<file path="config.mk">
export PLATFORM = sky130hd
export DESIGN_NAME = i2c_master_byte_engine_top
export DESIGN_NICKNAME = d
export VERILOG_FILES = /design/src/hw/rtl/i2cm_pkg.sv /design/src/hw/rtl/i2c_master_byte_engine_top.sv
export SDC_FILE = /design/constraint.sdc
export NUM_CORES = 1
export LEC_CHECK = 0
export BUFFER_PORTS_ARGS = -buffer_cell sky130_fd_sc_hd__buf_2
export CAP_MARGIN = 20
export CORE_ASPECT_RATIO = 0.7
export CORE_UTILIZATION = 51
export DETAILED_ROUTE_END_ITERATION = 10
export GPL_TIMING_DRIVEN = 0
export PLACE_DENSITY = 0.69
export SETUP_SLACK_MARGIN = 0.02
export SKIP_CTS_REPAIR_TIMING = 1
export SLEW_MARGIN = 5
export SYNTH_ARGS = -nofsm -noshare
export SYNTH_HDL_FRONTEND = slang
export SYNTH_SLANG_ARGS = --single-unit
</file>
<file path="constraint.sdc">
create_clock -name clk -period 5 [get_ports clk]
set_input_delay 0.5 -clock clk [delete_from_list [all_inputs] [get_ports clk]]
set_output_delay 0.5 -clock clk [all_outputs]
set_load 0.05 [all_outputs]
</file>
<file path="src/hw/rtl/i2cm_pkg.sv">
`timescale 1ns / 1ps
`default_nettype none

package i2cm_pkg;

  // request kinds
  localparam logic [1:0] REQ_TICK  = 2'd0;
  localparam logic [1:0] REQ_WRITE = 2'd1;
  localparam logic [1:0] REQ_READ  = 2'd2;

  // configuration register indexes
  localparam int CFG_IDX_W = 1;
  localparam logic [CFG_IDX_W-1:0] REG_HALF_PERIOD   = 1'd0;
  localparam logic [CFG_IDX_W-1:0] REG_STRETCH_LIMIT = 1'd1;

  localparam int CFG_DATA_W = 16;
  localparam logic [CFG_DATA_W-1:0] HALF_PERIOD_RST   = 16'd250;
  localparam logic [CFG_DATA_W-1:0] STRETCH_LIMIT_RST = 16'd1000;

  localparam int BYTE_BITS = 8;

  typedef struct packed {
    logic [1:0] req_type;
    logic       add_start;
    logic       add_stop;
    logic [7:0] tx_byte;
    logic       master_nack;
    logic       scl_in;
    logic       sda_in;
  } i2cm_in_t;

  typedef struct packed {
    logic       scl_low;
    logic       sda_low;
    logic       busy_res;
    logic       done_res;
    logic [7:0] rx_byte;
    logic       target_nack;
    logic       arb_lost;
    logic       stretch_timeout;
  } i2cm_out_t;

endpackage

`default_nettype wire

</file>
<file path="src/hw/rtl/i2c_master_byte_engine_top.sv">
`timescale 1ns / 1ps
`default_nettype none
// Channel  | Direction | Handshake             | Payload
// in       | input     | in_valid / in_stall   | in_data   (i2cm_in_t, one bus tick)
// out      | output    | out_valid / out_stall | out_data  (i2cm_out_t, one per tick)
// cfg      | input     | cfg_valid / cfg_ready | cfg_index, cfg_data
//
// One request per clock unless stalled; the bit engine state and the result
// register both update at the accepting edge, so a result appears next cycle.
// in_stall is high only while a result is held and out_stall is high.
// rst is synchronous: lines released, engine idle, registers at their defaults.
// cfg_ready is always high; writes land at the clock edge that sees cfg_valid.

module i2c_master_byte_engine_top
  import i2cm_pkg::*;
#(
  parameter int COUNT_BITS = 16
) (
  input  wire                   clk,
  input  wire                   rst,
  input  wire                   in_valid,
  output logic                  in_stall,
  input  wire i2cm_in_t         in_data,
  output logic                  out_valid,
  input  wire                   out_stall,
  output i2cm_out_t             out_data,
  input  wire                   cfg_valid,
  output logic                  cfg_ready,
  input  wire [CFG_IDX_W-1:0]   cfg_index,
  input  wire [CFG_DATA_W-1:0]  cfg_data
);

  localparam int CMP_W = (COUNT_BITS > CFG_DATA_W) ? COUNT_BITS : CFG_DATA_W;
  localparam logic [COUNT_BITS-1:0] CNT_MAX = {COUNT_BITS{1'b1}};

  localparam logic [4:0] PH_IDLE    = 5'd0;
  localparam logic [4:0] PH_RS_DLY1 = 5'd1;
  localparam logic [4:0] PH_RS_STR  = 5'd2;
  localparam logic [4:0] PH_RS_DLY2 = 5'd3;
  localparam logic [4:0] PH_ST_DLY  = 5'd4;
  localparam logic [4:0] PH_WB_DLY1 = 5'd5;
  localparam logic [4:0] PH_WB_DLY2 = 5'd6;
  localparam logic [4:0] PH_WB_STR  = 5'd7;
  localparam logic [4:0] PH_RB_DLY1 = 5'd8;
  localparam logic [4:0] PH_RB_STR  = 5'd9;
  localparam logic [4:0] PH_RB_DLY2 = 5'd10;
  localparam logic [4:0] PH_SP_DLY1 = 5'd11;
  localparam logic [4:0] PH_SP_STR  = 5'd12;
  localparam logic [4:0] PH_SP_DLY2 = 5'd13;
  localparam logic [4:0] PH_SP_DLY3 = 5'd14;

  // cmd_flags bits
  localparam int FL_READ  = 0;
  localparam int FL_START = 1;
  localparam int FL_STOP  = 2;
  localparam int FL_NACK  = 3;

  logic [CFG_DATA_W-1:0] half_period_ticks;
  logic [CFG_DATA_W-1:0] stretch_limit;

  logic [4:0]            phase, phase_next;
  logic [3:0]            bit_count, bit_count_next;
  logic [7:0]            shift_reg, shift_reg_next;
  logic [COUNT_BITS-1:0] delay_count, delay_count_next;
  logic [COUNT_BITS-1:0] stretch_count, stretch_count_next;
  logic                  bus_open, bus_open_next;
  logic [3:0]            cmd_flags, cmd_flags_next;
  logic                  scl_drv, scl_drv_next;
  logic                  sda_drv, sda_drv_next;
  logic [7:0]            rx_hold, rx_hold_next;
  logic                  nack_hold, nack_hold_next;

  logic                  in_accept;
  logic                  done_p, arb_p, tmo_p;
  logic                  wb_fin, rb_fin, rb_bit, stop_now;

  logic [COUNT_BITS-1:0] delay_inc;
  logic                  delay_done;
  logic                  stretch_tmo;
  logic                  stretch0_tmo;
  logic                  out_bit;

  assign in_stall  = out_valid & out_stall;
  assign in_accept = in_valid & ~in_stall;
  assign cfg_ready = 1'b1;

  assign delay_inc  = (delay_count == CNT_MAX) ? delay_count : delay_count + 1'b1;
  assign delay_done = (CMP_W'(delay_inc) >= CMP_W'(half_period_ticks)) ||
                      (delay_inc == CNT_MAX);
  assign stretch_tmo = (CMP_W'(stretch_count) >= CMP_W'(stretch_limit)) ||
                       (stretch_count == CNT_MAX);
  // check right after entering the stretch phase, counter still zero
  assign stretch0_tmo = (stretch_limit == '0);
  assign out_bit = cmd_flags[FL_READ] ? cmd_flags[FL_NACK] : shift_reg[7];

  always_comb begin
    phase_next         = phase;
    bit_count_next     = bit_count;
    shift_reg_next     = shift_reg;
    delay_count_next   = delay_count;
    stretch_count_next = stretch_count;
    bus_open_next      = bus_open;
    cmd_flags_next     = cmd_flags;
    scl_drv_next       = scl_drv;
    sda_drv_next       = sda_drv;
    rx_hold_next       = rx_hold;
    nack_hold_next     = nack_hold;
    done_p   = 1'b0;
    arb_p    = 1'b0;
    tmo_p    = 1'b0;
    wb_fin   = 1'b0;
    rb_fin   = 1'b0;
    rb_bit   = 1'b0;
    stop_now = 1'b0;

    case (phase)
      PH_IDLE: begin
        if (in_data.req_type inside {REQ_WRITE, REQ_READ}) begin
          cmd_flags_next[FL_READ]  = (in_data.req_type == REQ_READ);
          cmd_flags_next[FL_START] = in_data.add_start;
          cmd_flags_next[FL_STOP]  = in_data.add_stop;
          cmd_flags_next[FL_NACK]  = in_data.master_nack;
          shift_reg_next = (in_data.req_type == REQ_WRITE) ? in_data.tx_byte : 8'd0;
          bit_count_next = 4'd0;
          if (in_data.add_start && bus_open) begin
            sda_drv_next = 1'b0;
            phase_next   = PH_RS_DLY1;
          end else if (in_data.add_start) begin
            arb_p        = ~in_data.sda_in;
            sda_drv_next = 1'b1;
            phase_next   = PH_ST_DLY;
          end else if (cmd_flags_next[FL_READ]) begin
            sda_drv_next = 1'b0;
            phase_next   = PH_RB_DLY1;
          end else begin
            sda_drv_next = ~shift_reg_next[7];
            phase_next   = PH_WB_DLY1;
          end
        end
      end
      PH_RS_DLY1: begin
        if (delay_done) begin
          scl_drv_next = 1'b0;
          phase_next   = PH_RS_STR;
        end
      end
      PH_RS_STR: begin
        if (in_data.scl_in) begin
          phase_next = PH_RS_DLY2;
        end else if (stretch_tmo) begin
          // abandoned repeated start goes straight on to the byte
          scl_drv_next = 1'b1;
          tmo_p        = 1'b1;
          sda_drv_next = cmd_flags[FL_READ] ? 1'b0 : ~shift_reg[7];
          phase_next   = cmd_flags[FL_READ] ? PH_RB_DLY1 : PH_WB_DLY1;
        end
      end
      PH_RS_DLY2: begin
        if (delay_done) begin
          arb_p        = ~in_data.sda_in;
          sda_drv_next = 1'b1;
          phase_next   = PH_ST_DLY;
        end
      end
      PH_ST_DLY: begin
        if (delay_done) begin
          scl_drv_next  = 1'b1;
          bus_open_next = 1'b1;
          sda_drv_next  = cmd_flags[FL_READ] ? 1'b0 : ~shift_reg[7];
          phase_next    = cmd_flags[FL_READ] ? PH_RB_DLY1 : PH_WB_DLY1;
        end
      end
      PH_WB_DLY1: begin
        if (delay_done) begin
          scl_drv_next = 1'b0;
          phase_next   = PH_WB_DLY2;
        end
      end
      PH_WB_DLY2: begin
        if (delay_done) begin
          if (in_data.scl_in) begin
            arb_p  = out_bit & ~in_data.sda_in;
            wb_fin = 1'b1;
          end else if (stretch0_tmo) begin
            tmo_p  = 1'b1;
            wb_fin = 1'b1;
          end else begin
            phase_next = PH_WB_STR;
          end
        end
      end
      PH_WB_STR: begin
        if (in_data.scl_in) begin
          arb_p  = out_bit & ~in_data.sda_in;
          wb_fin = 1'b1;
        end else if (stretch_tmo) begin
          tmo_p  = 1'b1;
          wb_fin = 1'b1;
        end
      end
      PH_RB_DLY1: begin
        if (delay_done) begin
          scl_drv_next = 1'b0;
          phase_next   = PH_RB_STR;
        end
      end
      PH_RB_STR: begin
        if (in_data.scl_in) begin
          phase_next = PH_RB_DLY2;
        end else if (stretch_tmo) begin
          // abandoned read bit counts as zero
          tmo_p  = 1'b1;
          rb_fin = 1'b1;
        end
      end
      PH_RB_DLY2: begin
        if (delay_done) begin
          rb_bit = in_data.sda_in;
          rb_fin = 1'b1;
        end
      end
      PH_SP_DLY1: begin
        if (delay_done) begin
          scl_drv_next = 1'b0;
          phase_next   = PH_SP_STR;
        end
      end
      PH_SP_STR: begin
        if (in_data.scl_in) begin
          phase_next = PH_SP_DLY2;
        end else if (stretch_tmo) begin
          // bus stays marked open
          scl_drv_next = 1'b1;
          tmo_p        = 1'b1;
          done_p       = 1'b1;
          phase_next   = PH_IDLE;
        end
      end
      PH_SP_DLY2: begin
        if (delay_done) begin
          sda_drv_next = 1'b0;
          phase_next   = PH_SP_DLY3;
        end
      end
      PH_SP_DLY3: begin
        if (delay_done) begin
          arb_p         = ~in_data.sda_in;
          bus_open_next = 1'b0;
          done_p        = 1'b1;
          phase_next    = PH_IDLE;
        end
      end
      default: begin
        phase_next = PH_IDLE;
      end
    endcase

    if (wb_fin) begin
      scl_drv_next = 1'b1;
      if (cmd_flags[FL_READ]) begin
        stop_now = 1'b1;
      end else begin
        shift_reg_next = {shift_reg[6:0], 1'b0};
        bit_count_next = bit_count + 4'd1;
        if (bit_count_next < 4'(BYTE_BITS)) begin
          sda_drv_next = ~shift_reg_next[7];
          phase_next   = PH_WB_DLY1;
        end else begin
          sda_drv_next = 1'b0;
          phase_next   = PH_RB_DLY1;
        end
      end
    end

    if (rb_fin) begin
      scl_drv_next = 1'b1;
      if (!cmd_flags[FL_READ]) begin
        nack_hold_next = rb_bit;
        stop_now       = 1'b1;
      end else begin
        shift_reg_next = {shift_reg[6:0], rb_bit};
        bit_count_next = bit_count + 4'd1;
        if (bit_count_next < 4'(BYTE_BITS)) begin
          sda_drv_next = 1'b0;
          phase_next   = PH_RB_DLY1;
        end else begin
          rx_hold_next = shift_reg_next;
          sda_drv_next = ~cmd_flags[FL_NACK];
          phase_next   = PH_WB_DLY1;
        end
      end
    end

    if (stop_now) begin
      if (cmd_flags[FL_STOP]) begin
        sda_drv_next = 1'b1;
        phase_next   = PH_SP_DLY1;
      end else begin
        done_p     = 1'b1;
        phase_next = PH_IDLE;
      end
    end

    // counters restart on every phase entry
    if (phase_next != phase || wb_fin || rb_fin || done_p) begin
      delay_count_next   = '0;
      stretch_count_next = '0;
    end else begin
      case (phase)
        PH_RS_DLY1, PH_RS_DLY2, PH_ST_DLY, PH_WB_DLY1, PH_WB_DLY2,
        PH_RB_DLY1, PH_RB_DLY2, PH_SP_DLY1, PH_SP_DLY2, PH_SP_DLY3: begin
          delay_count_next = delay_inc;
        end
        PH_RS_STR, PH_WB_STR, PH_RB_STR, PH_SP_STR: begin
          stretch_count_next = stretch_count + 1'b1;
        end
        default: begin
          delay_count_next = delay_count;
        end
      endcase
    end
    // a wait that began on the entry tick has already counted once
    if (phase == PH_WB_DLY2 && phase_next == PH_WB_STR) begin
      stretch_count_next = COUNT_BITS'(1);
    end
  end

  always_ff @(posedge clk) begin
    if (rst) begin
      half_period_ticks <= HALF_PERIOD_RST;
      stretch_limit     <= STRETCH_LIMIT_RST;
    end else if (cfg_valid && cfg_ready) begin
      case (cfg_index)
        REG_HALF_PERIOD:   half_period_ticks <= cfg_data;
        REG_STRETCH_LIMIT: stretch_limit     <= cfg_data;
        default: begin
          half_period_ticks <= half_period_ticks;
        end
      endcase
    end
  end

  always_ff @(posedge clk) begin
    if (rst) begin
      phase         <= PH_IDLE;
      bit_count     <= '0;
      shift_reg     <= '0;
      delay_count   <= '0;
      stretch_count <= '0;
      bus_open      <= 1'b0;
      cmd_flags     <= '0;
      scl_drv       <= 1'b0;
      sda_drv       <= 1'b0;
      rx_hold       <= '0;
      nack_hold     <= 1'b0;
    end else if (in_accept) begin
      phase         <= phase_next;
      bit_count     <= bit_count_next;
      shift_reg     <= shift_reg_next;
      delay_count   <= delay_count_next;
      stretch_count <= stretch_count_next;
      bus_open      <= bus_open_next;
      cmd_flags     <= cmd_flags_next;
      scl_drv       <= scl_drv_next;
      sda_drv       <= sda_drv_next;
      rx_hold       <= rx_hold_next;
      nack_hold     <= nack_hold_next;
    end
  end

  always_ff @(posedge clk) begin
    if (rst) begin
      out_valid <= 1'b0;
    end else if (in_accept) begin
      out_valid <= 1'b1;
    end else if (!out_stall) begin
      out_valid <= 1'b0;
    end
  end

  always_ff @(posedge clk) begin
    if (in_accept) begin
      out_data.scl_low         <= scl_drv_next;
      out_data.sda_low         <= sda_drv_next;
      out_data.busy_res        <= (phase_next != PH_IDLE);
      out_data.done_res        <= done_p;
      out_data.rx_byte         <= rx_hold_next;
      out_data.target_nack     <= nack_hold_next;
      out_data.arb_lost        <= arb_p;
      out_data.stretch_timeout <= tmo_p;
    end
  end

endmodule

`default_nettype wire

</file>
# After elaboration in Yosys (flattened, before gate mapping)
# Index checks and enable logic that the tools add are counted.
dict set report word_totals {
  register_bits 113
  input_bits 37
  out_inout_bits 18
  word_cells 202
}
dict set report classes {
  n_addsub 3
  n_lt_le_gt_ge 3
  n_eq_ne 24
  mux 114
  n_bitwise 10
  n_reduce_logical 26
}
# cell n
set op_table {}
lappend op_table {{5-bit two-way mux} 22}
lappend op_table {{16-bit two-way mux} 6}
lappend op_table {{8-bit two-way mux} 10}
lappend op_table {{5-bit one-hot mux with 14 select lines} 1}
lappend op_table {{1-bit two-way mux} 54}
lappend op_table {{4-bit two-way mux} 13}
lappend op_table {{16-bit == test (second input constant)} 3}
lappend op_table {{5-bit by 4-bit == test with 1-bit output (second input constant)} 7}
lappend op_table {{16-bit by 1-bit adder with 16-bit output (second input constant)} 2}
lappend op_table {{16-bit greater-or-equal comparator} 2}
lappend op_table {{5-bit by 3-bit == test with 1-bit output (second input constant)} 5}
lappend op_table {{16-bit zero test} 1}
lappend op_table {{5-bit by 2-bit == test with 1-bit output (second input constant)} 2}
lappend op_table {{1-bit one-hot mux with 2 select lines} 5}
lappend op_table {{10-bit OR reduction} 1}
lappend op_table {{2-bit AND reduction} 4}
lappend op_table {{4-bit OR reduction} 2}
lappend op_table {{1-bit NOT} 7}
lappend op_table {{2-bit nonzero test} 3}
lappend op_table {{2-bit OR reduction} 3}
lappend op_table {{5-bit by 1-bit == test with 1-bit output (second input constant)} 1}
lappend op_table {{5-bit zero test} 1}
lappend op_table {{1-bit logical OR} 5}
lappend op_table {{5-bit inequality test} 1}
lappend op_table {{15 further kinds} 19}

# Logic depth before layout (Yosys ltp)
dict set report depth {
  depth_word 17
  mapped_depth 23
  depth_no_buf 19
}

# Worst setup path after synthesis
# Ideal clock, no wire load.
dict set report synth_path {
  path_kind {register to register}
  from {reg delay_count[0]}
  to {reg delay_count[1]}
  setup_time_ps 117
  arrival_time_ps 4196
  t_required_ps 4883
  path_slack_ps 687
  stages_incl_launch_ff 22
  path_buffers 2
  synth_period_minus_slack_ps 4313
  path_cell_list {dfxtp_1 > ha_1 > nand4_2 > nor4_2 > or3_1 > xnor2_2 > ha_1 > nor3_1 > a211oi_1 > nand3_1 > a31oi_1 > a211oi_1 > o21ai_0 > nor2_2 > o21ai_0 > o21a_1 > o2111ai_2 > nor2_4 > and4_4 > buf_6 > buf_6 > a22o_1}
}
dict set report synth_between {
  elab_chain_len 17
  elab_cells_between_ends 39
  classes_between {add/sub: 1; order compare: 1; eq/ne: 3; mux: 28; reduce/logical: 6}
}
# element line
set synth_rtl {}
lappend synth_rtl {{start: declaration} i2c_master_byte_engine_top.sv:64} ;# logic [COUNT_BITS-1:0] delay_count, delay_count_next;
lappend synth_rtl {{start signal: assignment} i2c_master_byte_engine_top.sv:360} ;# delay_count <= delay_count_next;
lappend synth_rtl {{16-bit by 1-bit adder with 16-bit output or 16-bit == test (tied branches)} i2c_master_byte_engine_top.sv:87} ;# assign delay_inc = (delay_count == CNT_MAX) ? delay_count : delay_count + 1'b1;
lappend synth_rtl {{16-bit two-way mux (*)} i2c_master_byte_engine_top.sv:87}
lappend synth_rtl {{16-bit greater-or-equal comparator or 16-bit == test (tied branches)} {i2c_master_byte_engine_top.sv:88, i2c_master_byte_engine_top.sv:89}}
lappend synth_rtl {{1-bit logical OR} i2c_master_byte_engine_top.sv:88} ;# assign delay_done = (CMP_W'(delay_inc) >= CMP_W'(half_period_ticks)) ||
lappend synth_rtl {{5-bit two-way mux, or another cell as far along} i2c_master_byte_engine_top.sv:246} ;# if (delay_done) begin
lappend synth_rtl {{5-bit one-hot mux with 14 select lines} i2c_master_byte_engine_top.sv:116} ;# case (phase)
lappend synth_rtl {{5-bit two-way mux} i2c_master_byte_engine_top.sv:260} ;# if (cmd_flags[FL_READ]) begin
lappend synth_rtl {{5-bit two-way mux} i2c_master_byte_engine_top.sv:258} ;# if (wb_fin) begin
lappend synth_rtl {{5-bit two-way mux} i2c_master_byte_engine_top.sv:277} ;# if (!cmd_flags[FL_READ]) begin
lappend synth_rtl {{5-bit two-way mux} i2c_master_byte_engine_top.sv:275} ;# if (rb_fin) begin
lappend synth_rtl {{5-bit two-way mux} i2c_master_byte_engine_top.sv:294} ;# if (stop_now) begin
lappend synth_rtl {{5-bit inequality test} i2c_master_byte_engine_top.sv:305} ;# if (phase_next != phase || wb_fin || rb_fin || done_p) begin
lappend synth_rtl {{1-bit logical OR (3 in a row)} i2c_master_byte_engine_top.sv:305}
lappend synth_rtl {{2-bit nonzero test (no source line)} n/a}
lappend synth_rtl {{2-bit AND reduction (no source line)} n/a}
# Mark *: on every way between the ends. The rest lies on a longest branch, timed or not. The select of a mux whose other input is x is not followed.
# A chain may end at the register's enable or synchronous reset.

# Worst setup path after layout
dict set report layout_path {
  from {reg delay_count[2]}
  to {reg delay_count[1]}
}
# Same word-level chain as after synthesis.

==> flow_summary.ini <==
[layout]
fillers = 1254
syn2layout_area_growth_pct = 14.1
layout-drive-gt1-share_pct = 13.7
layout.nets = 1064
diodes = 0

[synth]
yosys_register_bits = 112
synth-seq-area-share_pct = 33.9
ys_warn_count = 0
synth_ff_type = dfxtp_1
synth_nets = 989
async_flop_share_pct = 0
syn_area_per_cell_sq_um = 7.72
synth_edf_count = 15
synth.largest_area_cell = dfxtp_1
yosysTopAreaCellShare_pct = 27.5
ys_types = 74
syn-cell-area_sq_um = 7060
synthCells = 915
synthTopCellsByArea = dfxtp_1, nand2_1, ha_1, edfxtp_1, a21oi_1

[die]
io_pins = 55
die_h_um = 100
rows = 35
core_area_sq_um = 13300
dieArea_sq_um = 14300
fp.dieW_um = 143
start_util_pct = 53.1

[critical_path]
required_ps = 5310
crit_type = reg2reg
crit_path_end_kind = flop
start_kind = flop
critPathMaxFanout = 10
cp.arrival_ps = 5090

[sta]
rsz0062_at_grt = false
tns_ps = 0
final_hold_viol_count = 0
fmax_mhz = 209
layout_worst_path_cycle_share_pct = 95.5
post-route-min-period_ps = 4780
max_slew_margin_pct = 29.8
hold_slack_ps = 349
finalSetupViolCount = 0
slew_viol_final = 0
worstMarginPinSlew_ps = 1040
skew_ps = 11.2

[placement]
dpl.hpwl_um = 15700
io_buffers = 53
place.gp.congestion = 1.00

[route]
first_pass_iters = 6
wirelength_um = 21400
route.vias.total = 7218
drc = 0
wl_met2_um = 8640
wire_per_inst_um = 18.2
postRouteAntennaNets = 0
dr.max_layer_used = met4
drt_iter0_markers = 647
vias_per_cell = 6.12
wl_met3_um = 2030
drt-met1-wl_um = 10500

[status]
outcome = finished, final reports clean

[clock_tree]
insertion_delay_ps = 370
cts_max_level = 3
numCtsBuffers = 9
clock_sink_count = 112
root_buffer = clkbuf_16
clockBufferDepth = 2
path_clk_slew_ps = 80
cts_tree = done

[pwr]
vdd_ir_drop_max_mv = 0.164
total_power_w = 0.00217
p_leak_nw = 3.21
power.density_nw_per_um2 = 270

[global_routing]
overflow = 0
antenna_found_initial = 0
grt_pass1_wl_um = 34100
grt_max_degree = 25
grt_pass1_vias = 6304
grt.total_usage_pct = 30.8

[min_path]
holdCritPathClass = in2reg

[run]
cap_violations = 0
critical path, stage by stage (launching register included):
cell and delay [ps]:
dfxtp_1 430, buf_2 240, nand3_1 210, or3_1 450
xnor2_2 190, ha_1 200, nor3_1 260, a211oi_1 110
nand3_1 100, a31oi_1 50, a211oi_2 200, buf_4 180
o21ai_2 100, buf_6 160, a21oi_2 250, o211ai_1 170
nor3_2 290, o2111ai_2 210, o31a_1 360, nor2_4 170
buf_4 230, a22o_1 150
cells in the final DEF (no fill, tap or decap), drive strengths merged, types with 12 or more instances in the layout:
cell | synthesis | routed
nand2 | 140 | 140
a211oi | 12 | 12
edfxtp | 15 | 15
nand4 | 18 | 18
o211ai | 28 | 28
a22o | 15 | 15
ha | 37 | 37
buf | 24 | 88
nand3 | 49 | 49
a31oi | 20 | 20
inv | 47 | 51
nor4 | 12 | 12
dfxtp | 97 | 97
a21oi | 68 | 68
nor2 | 80 | 80
o21ai | 44 | 44
clkbuf | 37 | 46
nor3 | 37 | 37
report_power, final:
part / total (W) / internal (W) / leakage [nW] / switching, W
combinational: 0.000393 / 0.000121 / 2.11 / 0.000273
clock: 0.000809 / 0.000412 / 0.161 / 0.000397
sequential: 0.000972 / 0.000950 / 0.940 / 0.0000215
synth_stat cells (9+ instances only):
cell	instances
a211oi_1	11
a21oi_1	66
a22o_1	15
a31oi_1	20
buf_2	11
clkbuf_1	37
dfxtp_1	97
edfxtp_1	15
ha_1	37
inv_1	47
nand2_1	140
nand3_1	48
nand4_1	14
nor2_1	77
nor3_1	35
nor4_1	9
o211ai_1	28
o21a_1	9
o21ai_0	40
through the flow:
step           util [%]  cells  setup slack, ps  cell area [sq um]
2_1_floorplan         -    915              687               7060
3_3_place_gp       56.8   1153             -530               7560
3_5_place_dp       56.8   1153             -546               7560
4_1_cts            59.3   1169             -625               7890
5_1_grt            60.5   1180             8.90               8060
6_report           60.5   1180              223               8060
cell families (layout without fill, tap and decap cells):
kind of cell	after synthesis	after routing	synth area share, %
flip-flops	112	112	33.9
other	1	1	0.0531
adder cells (fa/ha/maj)	37	37	6.55
AO/OA/AOI/OAI	251	251	23.4
multiplexers	13	13	2.00
XOR/XNOR	9	9	1.22
AND/OR/NAND/NOR	383	383	26.4
buffers and inverters	109	189	6.47
cell type report:
| cell class | instances | area [sq um] | share of cell area (%) |
|---|---|---|---|
| Buffer | 61 | 280 | 3.48 |
| Clock buffer | 9 | 225 | 2.79 |
| Multi-Input combinational cell | 694 | 4300 | 53.3 |
| Timing Repair Buffer | 64 | 348 | 4.32 |
| Tap cell | 185 | 231 | 2.87 |
| Clock inverter | 7 | 105 | 1.30 |
| Sequential cell | 112 | 2390 | 29.7 |
| Inverter | 48 | 180 | 2.24 |
layer usage:
metal	global-route usage [%]	up-vias
met2	43.3	340
met1	47.4	3365
met4	6.95	0
met3	6.22	31
met5	0	-
li1	-	3482
final timing paths:
check	depth (start not counted)	endpoint	slack [ps]	from
worst min register to register	2	half_period_ticks[11]	460	half_period_ticks[11]
worst max-delay path	21	delay_count[1]	220	delay_count[2]
worst min-delay path	2	out_valid	350	in_valid
worst max register to register	21	delay_count[1]	220	delay_count[2]
No activity file was read; power rests on OpenSTA's default activity.
